--- config.mk ---
export PLATFORM = sky130hd
export DESIGN_NAME = round_robin_job_scheduler_unit
export DESIGN_NICKNAME = d
export VERILOG_FILES = /design/src/hdl/rrjs_pkg.sv /design/src/hdl/rrjs_fifo.sv /design/src/hdl/rrjs_job_table.sv /design/src/hdl/rrjs_out_buf.sv /design/src/hdl/round_robin_job_scheduler_unit.sv
export SDC_FILE = /design/constraint.sdc
export NUM_CORES = 2
export LEC_CHECK = 0
export ABC_AREA = 1
export BUFFER_PORTS_ARGS = -buffer_cell sky130_fd_sc_hd__buf_2
export CAP_MARGIN = 25
export CORE_UTILIZATION = 40
export DETAILED_ROUTE_END_ITERATION = 6
export GPL_TIMING_DRIVEN = 0
export PLACE_DENSITY = 0.63
export REMOVE_ABC_BUFFERS = 1
export SKIP_CTS_REPAIR_TIMING = 1
export SYNTH_ARGS = -nofsm -noshare
export SYNTH_HDL_FRONTEND = slang
export SYNTH_HIERARCHICAL = 1
export SYNTH_SLANG_ARGS = --single-unit
--- constraint.sdc ---
create_clock -name clk -period 7.59 [get_ports clk]
set_clock_uncertainty 0.15 [all_clocks]
set_input_delay 0 -clock clk [delete_from_list [all_inputs] [get_ports clk]]
set_output_delay 0 -clock clk [all_outputs]
set_load 0.1 [all_outputs]
--- src/hdl/rrjs_pkg.sv ---
`timescale 1ns / 1ps
// ----------------------------------------------------------------------------
// rrjs_pkg
// shared types, constants and helpers of the round robin job scheduler
// ----------------------------------------------------------------------------
package rrjs_pkg;

	localparam int TIME_W      = 24;
	localparam int SLOT_W      = 4;
	localparam int BURST_W     = 16;
	localparam int SLICE_W     = 8;
	localparam int MAX_JOBS_DEF = 16;

	localparam logic [TIME_W-1:0]  TIME_MAX      = '1;
	localparam logic [SLICE_W-1:0] SLICE_MAX     = '1;
	localparam logic [SLICE_W-1:0] QUANTUM_RESET = 8'd4;

	// item codes
	localparam logic FUNC_ARRIVE = 1'b0;
	localparam logic FUNC_TICK   = 1'b1;

	typedef struct packed {
		logic [TIME_W-1:0]  seg_start;
		logic [SLOT_W-1:0]  seg_job;
		logic [SLICE_W-1:0] seg_length;
		logic               finished;
		logic [TIME_W-1:0]  turnaround;
		logic [TIME_W-1:0]  waiting;
		logic [TIME_W-1:0]  response;
	} result_t;

	// job table write on arrival
	typedef struct packed {
		logic               we;
		logic [SLOT_W-1:0]  slot;
		logic [TIME_W-1:0]  arrival;
		logic [BURST_W-1:0] burst;
	} arrival_wr_t;

	// job table read port, limit is arrival plus burst
	typedef struct packed {
		logic [TIME_W-1:0]  arrival;
		logic [TIME_W:0]    limit;
		logic [BURST_W-1:0] left;
		logic [TIME_W-1:0]  first_start;
	} job_rd_t;

	// difference clamped at zero
	function automatic logic [TIME_W-1:0] sat_sub(input logic [TIME_W:0] a,
		input logic [TIME_W:0] b);
		logic [TIME_W:0] d;
		d = a - b;
		return (a > b) ? d[TIME_W-1:0] : '0;
	endfunction

endpackage

--- src/hdl/rrjs_fifo.sv ---
`timescale 1ns / 1ps
// ----------------------------------------------------------------------------
// rrjs_fifo
// circular job queue with registered head word, pop applied before push
// ----------------------------------------------------------------------------
module rrjs_fifo import rrjs_pkg::*; #(
	parameter int DEPTH = MAX_JOBS_DEF,
	parameter int W     = SLOT_W
) (
	input  logic                         clk,
	input  logic                         arst_n,
	input  logic                         push,
	input  logic [W-1:0]                 push_data,
	input  logic                         pop,
	output logic [W-1:0]                 head_data,
	output logic [$clog2(DEPTH+1)-1:0]   count
);

	localparam int AW = $clog2(DEPTH);
	localparam int CW = $clog2(DEPTH+1);
	localparam int SW = AW + 1;

	logic [W-1:0]  mem [DEPTH];
	logic [AW-1:0] head_q;
	logic [CW-1:0] count_q;
	logic [W-1:0]  rd_q;

	logic          pop_ok;
	logic          push_ok;
	logic [AW-1:0] head_pop;
	logic [CW-1:0] count_pop;
	logic [SW-1:0] tail_sum;
	logic [AW-1:0] tail;

	always_comb begin
		pop_ok    = pop && (count_q != '0);
		count_pop = count_q - CW'(pop_ok);
		if (pop_ok) begin
			head_pop = (head_q == AW'(DEPTH-1)) ? '0 : head_q + 1'b1;
		end else begin
			head_pop = head_q;
		end
		push_ok  = push && (count_pop < CW'(DEPTH));
		tail_sum = SW'(head_pop) + SW'(count_pop);
		if (tail_sum >= SW'(DEPTH)) begin
			tail_sum = tail_sum - SW'(DEPTH);
		end
		tail = tail_sum[AW-1:0];
	end

	always_ff @(posedge clk or negedge arst_n) begin
		if (!arst_n) begin
			head_q  <= '0;
			count_q <= '0;
		end else begin
			head_q  <= head_pop;
			count_q <= count_pop + CW'(push_ok);
		end
	end

	// storage and next head word, forwarded when a push lands on an empty queue
	always_ff @(posedge clk) begin
		if (push_ok) begin
			mem[tail] <= push_data;
		end
		if (push_ok && (count_pop == '0)) begin
			rd_q <= push_data;
		end else begin
			rd_q <= mem[head_pop];
		end
	end

	assign head_data = rd_q;
	assign count     = count_q;

endmodule

--- src/hdl/rrjs_job_table.sv ---
`timescale 1ns / 1ps
// ----------------------------------------------------------------------------
// rrjs_job_table
// per slot arrival, limit, remaining time and first start
// ----------------------------------------------------------------------------
module rrjs_job_table import rrjs_pkg::*; #(
	parameter int NUM_SLOTS = MAX_JOBS_DEF
) (
	input  logic                           clk,
	input  arrival_wr_t                    arr_wr,
	input  logic                           left_we,
	input  logic [$clog2(NUM_SLOTS)-1:0]   left_idx,
	input  logic [BURST_W-1:0]             left_val,
	input  logic                           first_we,
	input  logic [TIME_W-1:0]              first_val,
	input  logic [$clog2(NUM_SLOTS)-1:0]   rd_idx,
	output job_rd_t                        rd
);

	localparam int IW = $clog2(NUM_SLOTS);

	logic [TIME_W-1:0]  arrival_q [NUM_SLOTS];
	logic [TIME_W:0]    limit_q   [NUM_SLOTS];
	logic [BURST_W-1:0] left_q    [NUM_SLOTS];
	logic [TIME_W-1:0]  first_q   [NUM_SLOTS];

	logic [IW-1:0] wr_idx;

	assign wr_idx = arr_wr.slot[IW-1:0];

	always_ff @(posedge clk) begin
		if (arr_wr.we) begin
			arrival_q[wr_idx] <= arr_wr.arrival;
			limit_q[wr_idx]   <= {1'b0, arr_wr.arrival} + (TIME_W+1)'(arr_wr.burst);
			left_q[wr_idx]    <= arr_wr.burst;
		end
		if (left_we) begin
			left_q[left_idx] <= left_val;
		end
		if (first_we) begin
			first_q[rd_idx] <= first_val;
		end
	end

	always_comb begin
		rd.arrival     = arrival_q[rd_idx];
		rd.limit       = limit_q[rd_idx];
		rd.left        = left_q[rd_idx];
		rd.first_start = first_q[rd_idx];
	end

endmodule

--- src/hdl/rrjs_out_buf.sv ---
`timescale 1ns / 1ps
// ----------------------------------------------------------------------------
// rrjs_out_buf
// result register with one skid entry
// ----------------------------------------------------------------------------
module rrjs_out_buf import rrjs_pkg::*; (
	input  logic    clk,
	input  logic    arst_n,
	input  logic    res_valid,
	input  result_t res,
	output logic    in_stall,
	output logic    out_valid,
	output result_t out_res,
	input  logic    out_stall
);

	logic    out_valid_q;
	logic    skid_valid_q;
	result_t out_q;
	result_t skid_q;
	logic    out_fire;

	assign out_fire = out_valid_q && !out_stall;

	always_ff @(posedge clk or negedge arst_n) begin
		if (!arst_n) begin
			out_valid_q  <= 1'b0;
			skid_valid_q <= 1'b0;
		end else if (skid_valid_q) begin
			if (out_fire) begin
				out_valid_q  <= 1'b1;
				skid_valid_q <= 1'b0;
			end
		end else if (!out_valid_q || out_fire) begin
			out_valid_q <= res_valid;
		end else if (res_valid) begin
			skid_valid_q <= 1'b1;
		end
	end

	always_ff @(posedge clk) begin
		if (skid_valid_q) begin
			if (out_fire) begin
				out_q <= skid_q;
			end
		end else if (!out_valid_q || out_fire) begin
			out_q <= res;
		end else begin
			skid_q <= res;
		end
	end

	assign in_stall  = skid_valid_q;
	assign out_valid = out_valid_q;
	assign out_res   = out_q;

endmodule

--- src/hdl/round_robin_job_scheduler_unit.sv ---
`timescale 1ns / 1ps
// a tick that ends a segment registers its word in the result register or the skid entry
// throughput: one word per cycle, arrival or tick; the result register plus a skid
//   entry let input flow on until two results wait stalled
// reset: arst_n clears both queues, run state, slice count and time, quantum goes to 4
// job tables are undefined until a job arrives in that slot; no clearing pass
// ----------------------------------------------------------------------------
// round_robin_job_scheduler_unit
// single processor round robin scheduler with a configurable time slice
// ----------------------------------------------------------------------------
module round_robin_job_scheduler_unit import rrjs_pkg::*; #(
	parameter int MAX_JOBS = MAX_JOBS_DEF
) (
	input  logic                clk,
	input  logic                arst_n,
	// quantum write channel
	input  logic                cfg_valid,
	output logic                cfg_ready,
	input  logic [SLICE_W-1:0]  quantum,
	// item channel
	input  logic                in_valid,
	output logic                in_stall,
	input  logic                func,
	input  logic [SLOT_W-1:0]   job_slot,
	input  logic [BURST_W-1:0]  job_burst,
	// run segment channel
	output logic                out_valid,
	input  logic                out_stall,
	output logic [TIME_W-1:0]   segment_start,
	output logic [SLOT_W-1:0]   segment_job,
	output logic [SLICE_W-1:0]  segment_length,
	output logic                job_finished,
	output logic [TIME_W-1:0]   turnaround_time,
	output logic [TIME_W-1:0]   waiting_time,
	output logic [TIME_W-1:0]   response_time
);

	// table slots never exceed what the slot field can name
	localparam int NUM_SLOTS = (MAX_JOBS < (2**SLOT_W)) ? MAX_JOBS : (2**SLOT_W);
	localparam int IW        = $clog2(NUM_SLOTS);
	localparam int QCW       = $clog2(MAX_JOBS+1);

	// run state
	logic [SLICE_W-1:0] quantum_q;
	logic [TIME_W-1:0]  now_q;
	logic [SLICE_W-1:0] slice_q;
	logic [IW-1:0]      run_q;
	logic               busy_q;

	// item decode
	logic accept;
	logic is_arrive;
	logic is_tick;
	logic arrive_ok;

	// queue interface
	logic [IW-1:0]  fresh_head;
	logic [IW-1:0]  pre_head;
	logic [QCW-1:0] fresh_cnt;
	logic [QCW-1:0] pre_cnt;
	logic           pop_fresh;
	logic           pop_pre;
	logic           push_pre;

	// tick datapath
	arrival_wr_t        arr_wr;
	job_rd_t            rd;
	logic [IW-1:0]      cur;
	logic               run;
	logic [TIME_W-1:0]  now_inc;
	logic [SLICE_W-1:0] slice_inc;
	logic [BURST_W-1:0] left_dec;
	logic               done;
	logic               expired;
	logic [TIME_W-1:0]  first_eff;
	logic               res_valid;
	result_t            res;
	result_t            out_res;

	assign cfg_ready = 1'b1;

	assign accept    = in_valid && !in_stall;
	assign is_arrive = accept && (func == FUNC_ARRIVE);
	assign is_tick   = accept && (func == FUNC_TICK);
	// slot out of range or fresh queue full drops the arrival
	assign arrive_ok = is_arrive && (int'(job_slot) < MAX_JOBS)
		&& (fresh_cnt != QCW'(MAX_JOBS));

	always_comb begin
		arr_wr.we      = arrive_ok;
		arr_wr.slot    = job_slot;
		arr_wr.arrival = now_q;
		arr_wr.burst   = job_burst;
	end

	// idle processor: fresh jobs first, then preempted ones
	assign pop_fresh = is_tick && !busy_q && (fresh_cnt != '0);
	assign pop_pre   = is_tick && !busy_q && (fresh_cnt == '0) && (pre_cnt != '0);
	assign run       = is_tick && (busy_q || pop_fresh || pop_pre);

	always_comb begin
		if (busy_q) begin
			cur = run_q;
		end else if (pop_fresh) begin
			cur = fresh_head;
		end else begin
			cur = pre_head;
		end
	end

	always_comb begin
		now_inc   = (now_q == TIME_MAX) ? now_q : now_q + 1'b1;
		slice_inc = (slice_q == SLICE_MAX) ? slice_q : slice_q + 1'b1;
		left_dec  = (rd.left != '0) ? rd.left - 1'b1 : '0;
		done      = (left_dec == '0);
		expired   = (slice_inc >= quantum_q);
		// first start is written this very tick when a fresh job is taken
		first_eff = pop_fresh ? now_q : rd.first_start;
		res_valid = run && (done || expired);
		push_pre  = run && !done && expired;
	end

	always_comb begin
		res.seg_start  = sat_sub({1'b0, now_inc}, (TIME_W+1)'(slice_inc));
		res.seg_job    = SLOT_W'(cur);
		res.seg_length = slice_inc;
		res.finished   = done;
		res.turnaround = '0;
		res.waiting    = '0;
		res.response   = '0;
		if (done) begin
			res.turnaround = sat_sub({1'b0, now_inc}, {1'b0, rd.arrival});
			// turnaround minus burst equals now minus arrival plus burst, clamped
			res.waiting    = sat_sub({1'b0, now_inc}, rd.limit);
			res.response   = sat_sub({1'b0, first_eff}, {1'b0, rd.arrival});
		end
	end

	always_ff @(posedge clk or negedge arst_n) begin
		if (!arst_n) begin
			quantum_q <= QUANTUM_RESET;
			now_q     <= '0;
			slice_q   <= '0;
			run_q     <= '0;
			busy_q    <= 1'b0;
		end else begin
			if (cfg_valid && cfg_ready) begin
				quantum_q <= quantum;
			end
			if (is_tick) begin
				now_q <= now_inc;
			end
			if (run) begin
				run_q <= cur;
				if (done || expired) begin
					busy_q  <= 1'b0;
					slice_q <= '0;
				end else begin
					busy_q  <= 1'b1;
					slice_q <= slice_inc;
				end
			end
		end
	end

	rrjs_fifo #(
		.DEPTH (MAX_JOBS),
		.W     (IW)
	) u_fresh_fifo (
		.clk       (clk),
		.arst_n    (arst_n),
		.push      (arrive_ok),
		.push_data (job_slot[IW-1:0]),
		.pop       (pop_fresh),
		.head_data (fresh_head),
		.count     (fresh_cnt)
	);

	// a preempted job that finds this queue full is lost, segment still reported
	rrjs_fifo #(
		.DEPTH (MAX_JOBS),
		.W     (IW)
	) u_pre_fifo (
		.clk       (clk),
		.arst_n    (arst_n),
		.push      (push_pre),
		.push_data (cur),
		.pop       (pop_pre),
		.head_data (pre_head),
		.count     (pre_cnt)
	);

	rrjs_job_table #(
		.NUM_SLOTS (NUM_SLOTS)
	) u_job_table (
		.clk       (clk),
		.arr_wr    (arr_wr),
		.left_we   (run),
		.left_idx  (cur),
		.left_val  (left_dec),
		.first_we  (pop_fresh),
		.first_val (now_q),
		.rd_idx    (cur),
		.rd        (rd)
	);

	rrjs_out_buf u_out_buf (
		.clk       (clk),
		.arst_n    (arst_n),
		.res_valid (res_valid),
		.res       (res),
		.in_stall  (in_stall),
		.out_valid (out_valid),
		.out_res   (out_res),
		.out_stall (out_stall)
	);

	assign segment_start   = out_res.seg_start;
	assign segment_job     = out_res.seg_job;
	assign segment_length  = out_res.seg_length;
	assign job_finished    = out_res.finished;
	assign turnaround_time = out_res.turnaround;
	assign waiting_time    = out_res.waiting;
	assign response_time   = out_res.response;

endmodule

Word level (Yosys, flattened, before mapping) --
Memories as Yosys holds them, arrays and structs flattened. A register that Yosys moved wholly into a read port is not among the register bits. Index checks and enable logic that the tools add are counted.
Word-level totals: bits in writable memories 1552, word-level logic and storage cells 144, bits of input ports 34, memories 6, register bits 283
Cells by class: reductions and logical operators 35, bitwise operators 3, equal/unequal tests 6, mux-type cells 42, $add $sub $neg 18, magnitude comparators 9
Memories:
- u_job_table.limit_q | words 16, width 25, rd ports 1, clocked after Yosys merged registers in 0, write ports 1, RTL line rrjs_job_table.sv:23 | logic [TIME_W:0] limit_q [NUM_SLOTS];
- u_job_table.arrival_q | words 16, width 24, rd ports 1, clocked after Yosys merged registers in 0, write ports 1, RTL line rrjs_job_table.sv:22 | logic [TIME_W-1:0] arrival_q [NUM_SLOTS];
- u_job_table.first_q | words 16, width 24, rd ports 1, clocked after Yosys merged registers in 0, write ports 1, RTL line rrjs_job_table.sv:25 | logic [TIME_W-1:0] first_q [NUM_SLOTS];
- u_job_table.left_q | words 16, width 16, rd ports 1, clocked after Yosys merged registers in 0, write ports 1, RTL line rrjs_job_table.sv:24 | logic [BURST_W-1:0] left_q [NUM_SLOTS];
- u_fresh_fifo.mem | words 16, width 4, rd ports 1, clocked after Yosys merged registers in 1, write ports 1, RTL line rrjs_fifo.sv:23 | logic [W-1:0] mem [DEPTH];
- u_pre_fifo.mem | words 16, width 4, rd ports 1, clocked after Yosys merged registers in 1, write ports 1, RTL line rrjs_fifo.sv:23
Operators with widths (number):
- 2-to-1 mux 109 bit | 3
- 2-to-1 mux 24 bit | 6
- 2-to-1 mux 72 bit | 1
- subtractor 24 bit | 3
- greater-than comparator 24 bit | 2
- 2-to-1 mux 4 bit | 9
- 2-to-1 mux 16 bit | 2
- adder 24 x 16 -> 25 bit | 1
- greater-than comparator 24 x 25 -> 1 bit | 1
- adder 24 x 1 -> 24 bit (second input constant) | 1
- equality test 24 bit (second input constant) | 1
- greater-than comparator 24 x 8 -> 1 bit | 1
- subtractor 24 x 8 -> 24 bit | 1
- 2-to-1 mux 1 bit | 19
- logical AND 1 bit | 17
- logical NOT 16 bit | 1
- 2-to-1 mux 8 bit | 2
- nonzero test 16 bit | 1
- OR reduction 16 bit | 1
- subtractor 16 x 1 -> 16 bit (second input constant) | 1
- adder 4 x 5 -> 5 bit | 2
- adder 5 x 1 -> 5 bit | 2
- greater-or-equal comparator 5 bit (second input constant) | 2
- < comparator 5 bit (second input constant) | 2
- 16 further kinds | 31

Logic depth before layout (Yosys ltp) --
An unclocked memory read counts as a cell.
depth in word-level cells 17, mapped depth 38

Modules after synthesis --
Netlist, hierarchy kept.
By module, submodules not included:
- rrjs_job_table | times used 1, cells an instance 4150, area an instance 56753.2 um^2
- round_robin_job_scheduler_unit | times used 1, cells an instance 1558, area an instance 9076.2 um^2
- rrjs_out_buf | times used 1, cells an instance 583, area an instance 8010.2 um^2
- rrjs_fifo | times used 2, cells an instance 290, area an instance 3465.8 um^2

Worst setup path after synthesis --
Ideal clock, no wire load.
kind flip-flop to flip-flop, start point reg u_out_buf.skid_valid_q (netlist: u_out_buf/in_stall), end point mem u_pre_fifo/mem[11][0] in the netlist's numbering (enable), required time 7111 ps, stages on the path, launching flop included 31, period minus slack after synthesis 6678 ps, path buffers 4, slack 912 ps, arrival 6199 ps, cell sequence dfrtp_1 -> inv_1 -> nand3_1 -> nor3_2 -> inv_1 -> clkbuf_1 -> nand3_1 -> o211ai_1 -> nand2_1 -> clkinv_1 -> clkbuf_1 -> buf_2 -> a22oi_1 -> nand2_1 -> nand2_1 -> nand4_1 -> inv_1 -> ha_1 -> nand3_2 -> nor2_2 -> nand2_1 -> o21ai_1 -> nor3_1 -> nand3_2 -> inv_2 -> buf_4 -> nor3_1 -> inv_1 -> nor2_1 -> nand3_1 -> nor2_1
RTL lines:
- start: declaration | RTL line rrjs_out_buf.sv:18 | logic skid_valid_q;
- start signal: assignment | RTL line rrjs_out_buf.sv:28 | skid_valid_q <= 1'b0;
- start signal: assignment | RTL line rrjs_out_buf.sv:32 | skid_valid_q <= 1'b0;
- start signal: assignment | RTL line rrjs_out_buf.sv:37 | skid_valid_q <= 1'b1;
- end: declaration | RTL line rrjs_fifo.sv:23

==> reports/metrics.cfg <==
[status]
status = finished, violations left
failed_checks = design-rule violations

[routing]
routed_wl_um = 236000
dr_wl_met3_um = 20600
wl_met2_um = 110000
met1Wirelength_um = 97100
drtAntennaViolNets = 0
vias = 56000
drc = 32
top_layer = met5
viasPerCell = 5.63
first_pass_iters = 7
drtIter0Drc = 6527
wl_per_cell_um = 23.7

[grt]
grt_overflow_total = 0
grt_pass1_vias = 53000
grt_max_degree = 97
antenna_found_initial = 11
grt_usage = 0.224
grt_pass1_wl_um = 342000

[worst_setup_path]
reg2reg_from = u_fresh_fifo/count[1]$_DFF_PN0_
end_kind = flop
cp_data_required_time_ns = 7.95
cp-start-kind = flop
path_max_fanout = 49
critPathMaxStageDelay_ns = 0.46
crit_path_start = u_fresh_fifo/count[1]$_DFF_PN0_
critPathArrivalTime_ns = 7.68
cpMaxStageDelayCell = dfrtp_1
path_class = flop to flop

[timing]
fmax_mhz = 137
setup_tns_ns = 0
hold-worst-slack_ns = 0.0313
maxSlewViolCount = 0
maxSlewHeadroom = 0.256
worst_pin_slew_ns = 1.11
setup_violations = 0
hold_viol = 0
period_needed_ns = 7.32
period_share = 0.964

[yosys]
synth_async_sr_flop_share = 0.0353
synth.area.top_cells = edfxtp_1 (66%), nand2_1 (8.7%), a22oi_1 (6.6%), o21ai_0 (2.7%), dfrtp_1 (2.0%)
yosys.area_share.simple = 0.137
synthXorXnorAreaFrac = 0.0112
synth_top_family_by_area = simple AND/OR/NAND/NOR gates
yosys_warnings = 6
synth-seq-cells = 1843
muxShareOfSynthArea = 0.00411
synthDistinctLibCells = 58
yosysSeqAreaShare = 0.680
ys_top_cells_by_count = nand2_1 (1873), edfxtp_1 (1770), a22oi_1 (712)
synth.most_common_cell = nand2_1
synth_top_cell_area_share = 0.658
syn_area_sq_um = 80800
synth-compound-area-share = 0.110
syn_inst = 6871
syn_avg_cell_area_sq_um = 11.8
yosysTopAreaCell = edfxtp_1
synth_adder_area_share = 0.0197
yosys_most_used_dff = edfxtp_1
synth_edf_count = 1770

[power]
p_leak_uw = 0.0350
power.internal_uw = 23900
netSwitchingPower_uw = 19000
sequentialPowerShare = 0.301
total_power_uw = 42900
power_density_nw_per_um2 = 454
p_comb_frac = 0.485
ir_worst_vdd_uv = 380
swShare = 0.442
p_clk_frac = 0.214

[clock_network]
h-tree-depth = 4
clock-sinks = 1843
clk_pin_slew_worst_paths_ns = 0.06
cts_tree = built
cts_root_buf = clkbuf_16
clk_latency_ns = 0.86
cts_buffer_depth = 3
numCtsBuffers = 185

[final_layout]
final_util = 0.472
fillCellCount = 17600
fin_nets = 7292
final_design_area_no_fill_sq_um = 94500
syn2layout_area_growth_pct = 17.0
seqCellArea_sq_um = 55000
multi_input_area_sq_um = 23300
final_layout_size_suffix_gt1_frac = 0.118

[placed_design]
io_buffers = 144
place_area_sq_um = 87200
place_congestion = 0.902
dp_hpwl_um = 154000

[floorplan]
die_w_um = 451
start_util = 0.403
io_pins = 146
die_y_um = 451
dieArea_sq_um = 204000
core_area_sq_um = 200000
num_rows = 164

[worst_hold_path]
min_from = job_slot[0]
hold_class = input port to flop

[job]
max_cap_viol_count = 0

==> metal layers <==
metal,vias to the layer above,GRT usage
met5,-,0
met4,6,0.0795
met3,475,0.0352
met2,2613,0.356
met1,27600,0.311
li1,25300,-
==> worst max-delay path, delay by kind of cell, from the launching register on <==
family | cells | cell delay [ns]
compound gates | 2 | 0.34
simple gates | 20 | 3.05
buf+inv | 14 | 2.56
flops | 1 | 0.46
fa+ha+maj | 1 | 0.27
==> stage by stage <==
step                      setup WS [ns]  cells
after CTS                         -2.33   9849
after global routing            -0.0385   9944
after global placement           -21.04   9347
after detailed placement          -2.30   9509
after floorplan                   -7.53   6547
final                             0.273   9947
==> sequential cells by signal, indices dropped and copies added (netlist names), 4 cells and up, named ones only <==
signal / count
u_pre_fifo/mem: 64
u_job_table/limit_q: 400
slice_q: 8
u_job_table/left_q: 256
now_q: 24
u_job_table/first_q: 384
u_out_buf/out_res: 109
run_q: 4
quantum_q: 8
u_pre_fifo/count: 5
u_fresh_fifo/head_q: 4
u_fresh_fifo/mem: 64
u_out_buf/skid_q: 109
u_fresh_fifo/count: 5
u_job_table/arrival_q: 384
u_pre_fifo/head_q: 4
==> kinds of logic after synthesis <==
kind of cell	after synthesis
adders and majority gates	124
AOI/OAI and AO/OA	1376
other	1
buffers and inverters	734
DFF	1843
xor gates and xnor gates	96
and+or+nand+nor	2664
muxes	33
==> cell type report <==
type,instances,share of cell area
clock buffers,228,0.0513
flip-flops and latches,1843,0.582
well taps,2656,0.0352
repair buffers,398,0.0542
multi-input cells,4296,0.247
diodes,4,0.000106
clock inverters,112,0.0137
inverters,410,0.0167
==> power by group through the flow <==
stage	Clock, uW	Sequential (uW)	Combinational, uW
after floorplan	0	14000	12100
after detailed placement	0	13100	19900
after global routing	9690	13000	22600
after global placement	0	13300	15200
final	9180	12900	20800
after CTS	9320	12900	20000
==> final timing paths <==
check | to | slack (ns) | depth (start not counted)
max | u_pre_fifo/mem[12][0]$_DFFE_PP_ | 0.27 | 37
min reg2reg | u_out_buf/out_res[105]$_DFFE_PP_ | 0.36 | 2
min | u_fresh_fifo/mem[14][0]$_DFFE_PP_ | 0.03 | 2
max in group asynchronous | now_q[22]$_DFFE_PN0N_ | 6.70 | 5
max reg2reg | u_pre_fifo/mem[12][0]$_DFFE_PP_ | 0.27 | 37
min in group asynchronous | busy_q$_DFFE_PN0P_ | 0.07 | 4
==> cell usage in the layout (no fill, tap or decap), types with 71 or more instances in the layout <==
cell type,count
ha_1,119
nand4_1,125
a21oi_1,153
a22oi_1,712
clkbuf_16,190
inv_1,391
nand2_1,1869
o21ai_0,415
buf_12,71
nor2_1,295
buf_2,143
nand3_1,149
edfxtp_1,1770
Note: power is estimated with default switching activity, not from simulation.
